`config.mk`:
```
export PLATFORM = sky130hd
export DESIGN_NAME = crypto1_keystream_cipher_unit
export DESIGN_NICKNAME = d
export VERILOG_FILES = /design/src/rtl/c1ks_pkg.sv /design/src/rtl/c1ks_front.sv /design/src/rtl/c1ks_queue.sv /design/src/rtl/c1ks_back.sv /design/src/rtl/crypto1_keystream_cipher_unit.sv
export SDC_FILE = /design/constraint.sdc
export NUM_CORES = 1
export LEC_CHECK = 0
export ABC_AREA = 1
export BUFFER_PORTS_ARGS = -buffer_cell sky130_fd_sc_hd__buf_2
export CAP_MARGIN = 20
export CORE_AREA = 2 2 259 159
export DETAILED_ROUTE_END_ITERATION = 10
export DIE_AREA = 0 0 261 161
export PLACE_DENSITY = 0.69
export SETUP_SLACK_MARGIN = 0.2
export SYNTH_ARGS = -nofsm -noshare
export SYNTH_HDL_FRONTEND = slang
export SYNTH_SLANG_ARGS = --single-unit
```
`constraint.sdc`:
```
create_clock -name i_clk -period 11.8 [get_ports i_clk]
set_clock_uncertainty 0.1 [all_clocks]
set_input_delay 1.77 -clock i_clk [delete_from_list [all_inputs] [get_ports i_clk]]
set_output_delay 1.77 -clock i_clk [all_outputs]
set_load 0.1 [all_outputs]
```
`src/rtl/c1ks_pkg.sv`:
```
// Shared types, codes and constants of the Crypto-1 keystream cipher unit.
`default_nettype none

package c1ks_pkg;

    localparam int KEY_W   = 48;
    localparam int NONCE_W = 32;
    localparam int BYTE_W  = 8;
    localparam int CNT_W   = 4;

    localparam logic [KEY_W-1:0] FB_TAPS = 48'h0E882B0AD621;

    localparam int unsigned NONCE_AR_STEPS = 64;
    localparam int unsigned NONCE_AT_STEPS = 96;

    localparam logic [CNT_W-1:0] BYTE_STEPS = 4'd8;

    // func codes of an input beat
    localparam logic [2:0] FUNC_LOAD    = 3'd0;
    localparam logic [2:0] FUNC_DECRYPT = 3'd1;
    localparam logic [2:0] FUNC_ENCRYPT = 3'd2;
    localparam logic [2:0] FUNC_PARTIAL = 3'd3;
    localparam logic [2:0] FUNC_NONCE   = 3'd4;

    typedef struct packed {
        logic [2:0]         func;
        logic [BYTE_W-1:0]  data_in;
        logic [BYTE_W-1:0]  feed_byte;
        logic               feedback_on;
        logic [CNT_W-1:0]   bit_count;
        logic [NONCE_W-1:0] nonce_in;
    } t_in_item;

    typedef struct packed {
        logic [BYTE_W-1:0]  data_out;
        logic               parity_out;
        logic [NONCE_W-1:0] nonce_64;
        logic [NONCE_W-1:0] nonce_96;
    } t_out_item;

    typedef enum logic [2:0] {
        OP_NONE,
        OP_LOAD,
        OP_DECRYPT,
        OP_ENCRYPT,
        OP_PARTIAL,
        OP_NONCE
    } t_op;

    // classified command handed from the front end to the execution side
    typedef struct packed {
        t_op                op;
        logic [BYTE_W-1:0]  data;
        logic [BYTE_W-1:0]  feed;
        logic               fb_on;
        logic [CNT_W-1:0]   steps;
        logic               data_par;
        logic [NONCE_W-1:0] nonce;
    } t_cmd;

    // row j holds the input bits whose XOR gives output bit j
    typedef logic [NONCE_W-1:0][NONCE_W-1:0] t_nonce_mat;

    function automatic t_nonce_mat nonce_jump(input int unsigned steps);
        t_nonce_mat m;
        t_nonce_mat t;
        for (int j = 0; j < NONCE_W; j++) begin
            m[j] = NONCE_W'(1) << j;
        end
        for (int unsigned s = 0; s < steps; s++) begin
            for (int j = 0; j < NONCE_W - 1; j++) begin
                t[j] = m[j+1];
            end
            t[NONCE_W-1] = m[16] ^ m[18] ^ m[19] ^ m[21];
            m = t;
        end
        return m;
    endfunction

    localparam t_nonce_mat NONCE_MAT_64 = nonce_jump(NONCE_AR_STEPS);
    localparam t_nonce_mat NONCE_MAT_96 = nonce_jump(NONCE_AT_STEPS);

endpackage

`default_nettype wire

```
`src/rtl/c1ks_front.sv`:
```
// Front end: takes input beats and classifies them into commands.
`default_nettype none

module c1ks_front
    import c1ks_pkg::*;
(
    input  wire logic     i_valid,
    input  wire t_in_item i_item,
    input  wire logic     i_full,
    output logic          o_stall,
    output logic          o_push,
    output t_cmd          o_cmd
);

    assign o_stall = i_full;
    assign o_push  = i_valid && !i_full;

    always_comb begin
        o_cmd.op       = OP_NONE;
        o_cmd.data     = i_item.data_in;
        o_cmd.feed     = i_item.feed_byte;
        o_cmd.fb_on    = i_item.feedback_on;
        o_cmd.steps    = '0;
        o_cmd.data_par = ~(^i_item.data_in);
        o_cmd.nonce    = i_item.nonce_in;
        case (i_item.func)
            FUNC_LOAD: begin
                o_cmd.op = OP_LOAD;
            end
            FUNC_DECRYPT: begin
                o_cmd.op    = OP_DECRYPT;
                o_cmd.steps = BYTE_STEPS;
            end
            FUNC_ENCRYPT: begin
                o_cmd.op    = OP_ENCRYPT;
                o_cmd.steps = BYTE_STEPS;
            end
            FUNC_PARTIAL: begin
                o_cmd.op    = OP_PARTIAL;
                // saturate long counts at a full byte
                o_cmd.steps = (i_item.bit_count > BYTE_STEPS) ? BYTE_STEPS
                                                              : i_item.bit_count;
            end
            FUNC_NONCE: begin
                o_cmd.op = OP_NONCE;
            end
            default: begin
                o_cmd.op = OP_NONE;
            end
        endcase
    end

endmodule

`default_nettype wire

```
`src/rtl/c1ks_queue.sv`:
```
// Two-entry command queue between the front end and the execution side.
`default_nettype none

module c1ks_queue
    import c1ks_pkg::*;
(
    input  wire logic i_clk,
    input  wire logic i_rst_n,
    input  wire logic i_push,
    input  wire t_cmd i_cmd,
    input  wire logic i_pop,
    output logic      o_full,
    output logic      o_valid,
    output t_cmd      o_cmd
);

    t_cmd       r_mem [2];
    logic       r_wr_ptr;
    logic       r_rd_ptr;
    logic [1:0] r_count;
    logic [1:0] n_count;

    assign o_full  = (r_count == 2'd2);
    assign o_valid = (r_count != 2'd0);
    assign o_cmd   = r_mem[r_rd_ptr];

    always_comb begin
        n_count = r_count;
        if (i_push && !i_pop) begin
            n_count = r_count + 2'd1;
        end else if (i_pop && !i_push) begin
            n_count = r_count - 2'd1;
        end
    end

    always_ff @(posedge i_clk) begin
        if (i_push) begin
            r_mem[r_wr_ptr] <= i_cmd;
        end
    end

    always_ff @(posedge i_clk) begin
        if (!i_rst_n) begin
            r_wr_ptr <= 1'b0;
            r_rd_ptr <= 1'b0;
            r_count  <= 2'd0;
        end else begin
            r_count <= n_count;
            if (i_push) begin
                r_wr_ptr <= ~r_wr_ptr;
            end
            if (i_pop) begin
                r_rd_ptr <= ~r_rd_ptr;
            end
        end
    end

endmodule

`default_nettype wire

```
`src/rtl/c1ks_back.sv`:
```
// Execution side: cipher LFSR, keystream filter, nonce jump and result register.
`default_nettype none

module c1ks_back
    import c1ks_pkg::*;
(
    input  wire logic             i_clk,
    input  wire logic             i_rst_n,
    input  wire logic             i_cfg_valid,
    input  wire logic [KEY_W-1:0] i_cfg_data,
    input  wire logic             i_valid,
    input  wire t_cmd             i_cmd,
    output logic                  o_pop,
    output logic                  o_valid,
    input  wire logic             i_stall,
    output t_out_item             o_item
);

    logic [KEY_W-1:0] r_session_key;
    logic [KEY_W-1:0] r_lfsr;
    logic [KEY_W-1:0] n_lfsr;
    logic             r_out_valid;
    t_out_item        r_out;
    t_out_item        n_out;
    logic [KEY_W-1:0] s_clk;
    logic [BYTE_W-1:0] ks_bits;

    function automatic logic layer_a(input logic a, input logic b,
                                     input logic c, input logic d);
        return ((a | b) ^ (a & d)) ^ (c & ((a ^ b) | d));
    endfunction

    function automatic logic layer_b(input logic a, input logic b,
                                     input logic c, input logic d);
        return ((a & b) | c) ^ ((a ^ b) & (c | d));
    endfunction

    function automatic logic layer_c(input logic a, input logic b, input logic c,
                                     input logic d, input logic e);
        return (a | ((b | e) & (d ^ e))) ^ ((a ^ (b & d)) & ((c ^ d) | (b & e)));
    endfunction

    function automatic logic filt(input logic [KEY_W-1:0] s);
        return layer_c(layer_a(s[9],  s[11], s[13], s[15]),
                       layer_b(s[17], s[19], s[21], s[23]),
                       layer_b(s[25], s[27], s[29], s[31]),
                       layer_a(s[33], s[35], s[37], s[39]),
                       layer_b(s[41], s[43], s[45], s[47]));
    endfunction

    function automatic logic [NONCE_W-1:0] apply_mat(input t_nonce_mat m,
                                                     input logic [NONCE_W-1:0] x);
        logic [NONCE_W-1:0] y;
        for (int j = 0; j < NONCE_W; j++) begin
            y[j] = ^(x & m[j]);
        end
        return y;
    endfunction

    assign o_pop   = i_valid && (!r_out_valid || !i_stall);
    assign o_valid = r_out_valid;
    assign o_item  = r_out;

    // LFSR unrolled over one byte, each step gated by the step count
    always_comb begin
        logic ks;
        logic nb;
        ks      = 1'b0;
        nb      = 1'b0;
        s_clk   = r_lfsr;
        ks_bits = '0;
        for (int i = 0; i < BYTE_W; i++) begin
            if (CNT_W'(i) < i_cmd.steps) begin
                ks         = filt(s_clk);
                nb         = (^(s_clk & FB_TAPS)) ^ i_cmd.feed[i] ^ (ks & i_cmd.fb_on);
                ks_bits[i] = ks;
                s_clk      = {nb, s_clk[KEY_W-1:1]};
            end
        end
    end

    always_comb begin
        n_lfsr = r_lfsr;
        n_out  = '0;
        case (i_cmd.op)
            OP_LOAD: begin
                n_lfsr = r_session_key;
            end
            OP_DECRYPT, OP_PARTIAL: begin
                n_lfsr         = s_clk;
                n_out.data_out = i_cmd.data ^ ks_bits;
            end
            OP_ENCRYPT: begin
                n_lfsr           = s_clk;
                n_out.data_out   = i_cmd.data ^ ks_bits;
                // next keystream bit, read without clocking
                n_out.parity_out = i_cmd.data_par ^ filt(s_clk);
            end
            OP_NONCE: begin
                n_out.nonce_64 = apply_mat(NONCE_MAT_64, i_cmd.nonce);
                n_out.nonce_96 = apply_mat(NONCE_MAT_96, i_cmd.nonce);
            end
            default: begin
                n_out = '0;
            end
        endcase
    end

    always_ff @(posedge i_clk) begin
        if (o_pop) begin
            r_out <= n_out;
        end
    end

    always_ff @(posedge i_clk) begin
        if (!i_rst_n) begin
            r_session_key <= '0;
            r_lfsr        <= '0;
            r_out_valid   <= 1'b0;
        end else begin
            if (i_cfg_valid) begin
                r_session_key <= i_cfg_data;
            end
            if (o_pop) begin
                r_lfsr      <= n_lfsr;
                r_out_valid <= 1'b1;
            end else if (!i_stall) begin
                r_out_valid <= 1'b0;
            end
        end
    end

endmodule

`default_nettype wire

```
`src/rtl/crypto1_keystream_cipher_unit.sv`:
```
// Top level of the Crypto-1 keystream cipher unit.
//
//  channel  | handshake                 | payload
//  ---------+---------------------------+----------------------------
//  input    | i_in_valid / o_in_stall   | i_in_item  (t_in_item)
//  result   | o_out_valid / i_out_stall | o_out_item (t_out_item)
//  config   | i_cfg_valid / o_cfg_ready | i_cfg_data (session key)
//
// One beat per cycle sustained while i_out_stall is low; a taken input beat passes
// through the queue entry and then the result register before o_out_valid rises.
// The rate is set by the LFSR feedback loop, which clocks up to eight
// bits in one cycle; the nonce jumps are fixed XOR matrices.
// Reset clears the LFSR, the session key, the queue and the result valid.
// A stalled result holds in its register; the two-entry queue keeps taking
// beats until it fills, then o_in_stall rises.
`default_nettype none

module crypto1_keystream_cipher_unit
    import c1ks_pkg::*;
(
    input  wire logic             i_clk,
    input  wire logic             i_rst_n,
    input  wire logic             i_in_valid,
    output logic                  o_in_stall,
    input  wire t_in_item         i_in_item,
    output logic                  o_out_valid,
    input  wire logic             i_out_stall,
    output t_out_item             o_out_item,
    input  wire logic             i_cfg_valid,
    output logic                  o_cfg_ready,
    input  wire logic [KEY_W-1:0] i_cfg_data
);

    logic q_push;
    logic q_pop;
    logic q_full;
    logic q_valid;
    t_cmd front_cmd;
    t_cmd q_cmd;

    assign o_cfg_ready = 1'b1;

    c1ks_front u_front (
        .i_valid (i_in_valid),
        .i_item  (i_in_item),
        .i_full  (q_full),
        .o_stall (o_in_stall),
        .o_push  (q_push),
        .o_cmd   (front_cmd)
    );

    c1ks_queue u_queue (
        .i_clk   (i_clk),
        .i_rst_n (i_rst_n),
        .i_push  (q_push),
        .i_cmd   (front_cmd),
        .i_pop   (q_pop),
        .o_full  (q_full),
        .o_valid (q_valid),
        .o_cmd   (q_cmd)
    );

    c1ks_back u_back (
        .i_clk       (i_clk),
        .i_rst_n     (i_rst_n),
        .i_cfg_valid (i_cfg_valid),
        .i_cfg_data  (i_cfg_data),
        .i_valid     (q_valid),
        .i_cmd       (q_cmd),
        .o_pop       (q_pop),
        .o_valid     (o_out_valid),
        .i_stall     (i_out_stall),
        .o_item      (o_out_item)
    );

endmodule

`default_nettype wire

```
After elaboration in Yosys (flattened, before gate mapping). Memory sizes are Yosys's and may differ from the RTL's. A register that Yosys moved wholly into a read port is not among the register bits. Cells that the tools add are included. W data, S select, Z words.

Bits in registers: 174. RAM bits: 114. Input port bits: 109. Output and inout bits: 76. Logic and storage cells: 567. Memories kept: 1.

Memory list: u_queue.r_mem (words 2, width 57, rd ports 1, clocked after Yosys merged registers in 1, wr ports 1, line c1ks_queue.sv:17) `t_cmd r_mem [2];`.

Add/subtract/negate cells: 2. Magnitude comparators: 9. Equality and inequality tests: 11. Mux-type cells: 28. Bitwise operators: 416. Reduce and logical (&&, ||, !) cells: 90.

Operators with widths (number): $reduce_xor A32 Y1 (64); $mux W48 (8); $reduce_xor A48 Y1 (8); $xor A1 B1 Y1 (161); $and A1 B1 Y1 (134); $or A1 B1 Y1 (117); $pmux W48 S2 (1); $lt A3 B4 Y1 const A (4); $pmux W3 S5 (1); $mux W1 (14); $eq A3 B2 Y1 const B (4); $eq A3 B3 Y1 const B (3); $lt A1 B4 Y1 const A (2); $lt A2 B4 Y1 const A (2); $pmux W4 S2 (1); $reduce_xor A8 Y1 (1); $xor A8 B8 Y8 (1); $eq A3 B1 Y1 const B (2); $reduce_bool A2 Y1 (3); $logic_not A1 Y1 (5); $gt A4 B4 Y1 const B (1); $logic_and A1 B1 Y1 (4); $mux W2 (2); $mux W4 (1); 10 further kinds (12).

Longest topological paths before layout.
Depth after elaboration: 97. Depth in mapped cells: 98. Gate-level depth less buffers: 98.

Hierarchy. A second synthesis with hierarchy kept.

Cell total of the unflattened synthesis: 2893. Area, all modules: 21603.2 um^2.

By module, submodules not included: c1ks_back (instances 1, cells an instance 2570, area an instance 16517.1 um^2); c1ks_queue (instances 1, cells an instance 212, area an instance 4460.5 um^2); c1ks_front (instances 1, cells an instance 109, area an instance 614.3 um^2); crypto1_keystream_cipher_unit (instances 1, cells an instance 2, area an instance 11.3 um^2).

Worst setup path after synthesis. No wires, ideal clock.

Path kind: flip-flop to flip-flop. From: reg (tool-made name). To: reg u_back.r_out, in the netlist u_back.o_item[64] (data pin). Library setup time: 0.253 ns. Arrival time: 8.161 ns. Data required time: 11.447 ns. Slack: 3.286 ns. Stages on the path, launching flop included: 90. Period minus slack after synthesis: 8.514 ns. Cells stage by stage: dfxtp_1 -> buf_6 -> o21ai_4 -> nand2_2 -> nor2_8 -> nand2_4 -> buf_6 -> buf_6 -> buf_2 -> clkbuf_1 -> o21ai_0 -> ha_1 -> xor2_1 -> xor2_1 -> xnor2_1 -> or2_1 -> nand2_1 -> nand2_1 -> (+54 left out) -> nand2_1 -> nand3_1 -> nand2_1 -> nand2_1 -> nand3_1 -> nand3_1 -> nand2_1 -> nand3_2 -> nand3_2 -> nand2_1 -> nand2_2 -> nand3_2 -> nand2_1 -> nand2_1 -> nand3_1 -> nand2_1 -> nor2_1 -> nor2_1.

RTL lines: end signal: assignment (line c1ks_back.sv:111) `r_out <= n_out;`; end: declaration (line c1ks_back.sv:23) `t_out_item r_out;`.

==> results_dict.tcl <==
set metrics [dict create \
    status "complete, no violations" \
    critical_path_arrival_ps 10780 \
    max_slew_margin_pct 17.33 \
    io_buffers 167 \
    drcViolationCount 0 \
    crit_type "flop to flop" \
    worst_path_most_repeated_cell "nand2_1" \
    yosys_warnings 0 \
    clock_latency_ps 580 \
    finalCritPeriodShare_pct 89.40 \
    setup_tns_ps 0 \
    grt_overflow 0 \
    synthFlopType "edfxtp_1" \
    critical-path-max-stage-delay_ps 570 \
    crit_slowest_cell "o21ai_1" \
    min_from "u_back.r_session_key[17]" \
    vias 19530 \
    finalSetupViolCount 0 \
    drt_wl_total_microns 72140 \
    yosysTopAreaCell "edfxtp_1" \
    multi_input_area_sq_mm 0.01142 \
    cts_htree_levels 1 \
    avgSynthCellArea_sq_um 7.107 \
    synthArstFlopShare_pct 0 \
    ys_seq_area_share_pct 34.09 \
    fillers 3892 \
    cts.path.max_buffers 3 \
    place.gp.congestion 1.014 \
    die_area_sq_mm 0.04202 \
    hold_end "u_back.r_session_key[17]" \
    cts_resized 0 \
    slew_violations 0 \
    first_pass_iters 8 \
    syn_inst 2764 \
    drt_iter0_markers 3113 \
    hold_viol 0 \
    cts_tree "yes" \
    viasPerCell 5.690 \
    holdPathStages 2 \
    fmax_ghz 0.09479 \
    syn-cell-area_sq_mm 0.01964 \
    synth_nets 2901 \
    grt_pass1_vias 17430 \
    start_util_pct 49.36 \
    cp-end-kind "flop" \
    synth_commonest_cells "nand2_1 (644), o21ai_0 (407), inv_1 (261)" \
    num_io_pins 185 \
    grt_pass1_wl_microns 106400 \
    max-cap-violations 0 \
    synth_cell_type_count 48 \
    clock-sinks 257 \
    synth_seq_cells 257 \
    synth_top_area_share_pct 23.70 \
    worst_pin_slew_ps 1236 \
    place_hpwl_microns 56610 \
    synth_edf_count 155 \
    path_clk_slew_ps 70 \
    area_growth_pct 11.41 \
    worstReg2RegEnd "u_back.o_item[64]" \
    fin_nets 3017 \
    grt_antenna_before_repair 3 \
    yosysMostFrequentCell "nand2_1" \
    worst-endpoint-required_ps 12030 \
    post_cts_buffers 0 \
    cts_buffers 26 \
    crit_fanout 36 \
    regArea_sq_mm 0.006700 \
    die_w_microns 261 \
    synth_area_leaders "edfxtp_1 (24%), nand2_1 (12%), dfxtp_1 (10%)" \
    drtAntennaViolNets 0 \
    core_sq_mm 0.03980 \
    r2r_cells 85 \
    reg2reg_slack_ps 1250 \
    fin_crit_ps 10550 \
    cp-start-kind "flop" \
    hold_buffers 0 \
    grt_max_degree 80 \
    clockRootBuffer "clkbuf_16" \
    num_rows 57 \
    die_h_microns 161 \
    worstHoldPathType "flop to flop" \
    drive_gt1_share_pct 11.80 \
    avgRoutedWirePerCell_microns 21.01 \
    grt.total_usage_pct 33.84 \
    rsz0062_at_grt "no" \
]
stage by stage:
stage	setup WS, ps	hold WS [ps]	instances	area, sq um	util, %
after floorplan	3286	325.7	2764	19640	-
after global placement	1916	330.3	3380	20990	52.74
after detailed placement	1403	347.2	3382	21000	52.78
after CTS	1395	358.2	3429	21870	54.95
after global routing	233.4	379.9	3432	21880	54.98
final	1250	361.3	3433	21880	54.99
critical path: cells and delay by family (launching register included):
family,cells,cell delay [ps]
and+or+nand+nor,78,7700
AOI/OAI and AO/OA,5,1380
DFF,1,440
xor gates and xnor gates,1,340
adders and majority gates,1,320
placed cells by master, fill, tap and decap left out, types with 16 or more instances in the layout:
cell type	instances
o21ai_0	407
mux2i_1	16
nand3_1	110
o211ai_1	31
edfxtp_1	155
xnor2_1	94
nor2_1	191
buf_4	49
clkbuf_16	26
xor2_1	209
dfxtp_1	101
ha_1	28
nand3_2	16
o21ai_1	33
or2_2	29
inv_1	260
nand2_1	642
a21oi_1	186
buf_2	167
cells by family (layout without fill, tap and decap cells):
kind of cell	count (synthesis)	after routing	share of synthesized area, %
AO/OA/AOI/OAI	725	725	19.98
multiplexers	16	16	0.8153
other	1	4	0.01909
XOR/XNOR	303	303	13.51
adder cells (fa/ha/maj)	28	28	1.784
AND/OR/NAND/NOR	1034	1034	21.91
buffers and inverters	400	535	7.892
flip-flops	257	257	34.09
per-layer routing:
metal  share of wire, %  up-vias  routed length, microns  global-route usage [%]
li1                   -     9402                       -                       -
met1                 49     9126                   35150                   54.79
met2                 37      935                   26340                   42.95
met3                 14       71                    9842                   11.30
met4                1.1        0                     808                   4.726
met5                  0        -                       0                       0
final cells by class:
type	count	share of cell area, %
antenna	3	0.03431
sequential	257	30.62
clock inverter	18	0.9205
timing repair buffer	216	5.500
inverter	272	4.666
clock buffer	29	3.025
multi-input combinational	2107	52.20
tap	531	3.036
worst max path at each step:
stage	start	end	slack [ps]
global route	flop	u_back.o_item[64]	230
global placement	flop	u_back.o_item[64]	1920
CTS	flop	u_back.o_item[64]	1390
floorplan	flop	u_back.o_item[64]	3290
detailed placement	flop	u_back.o_item[64]	1400
finish	flop	u_back.o_item[64]	1250
registers in the layout, summed over array words and instances (netlist names), named ones only:
register              cells
u_back.r_lfsr            48
u_back.o_valid            1
u_queue.r_count           2
u_queue.r_wr_ptr          1
u_queue.r_mem            82
u_back.o_item            73
u_queue.r_rd_ptr          1
u_back.r_session_key     48
Power is not shown: default switching activity piles up to over one toggle a cycle in this logic, so the estimate is an artifact.
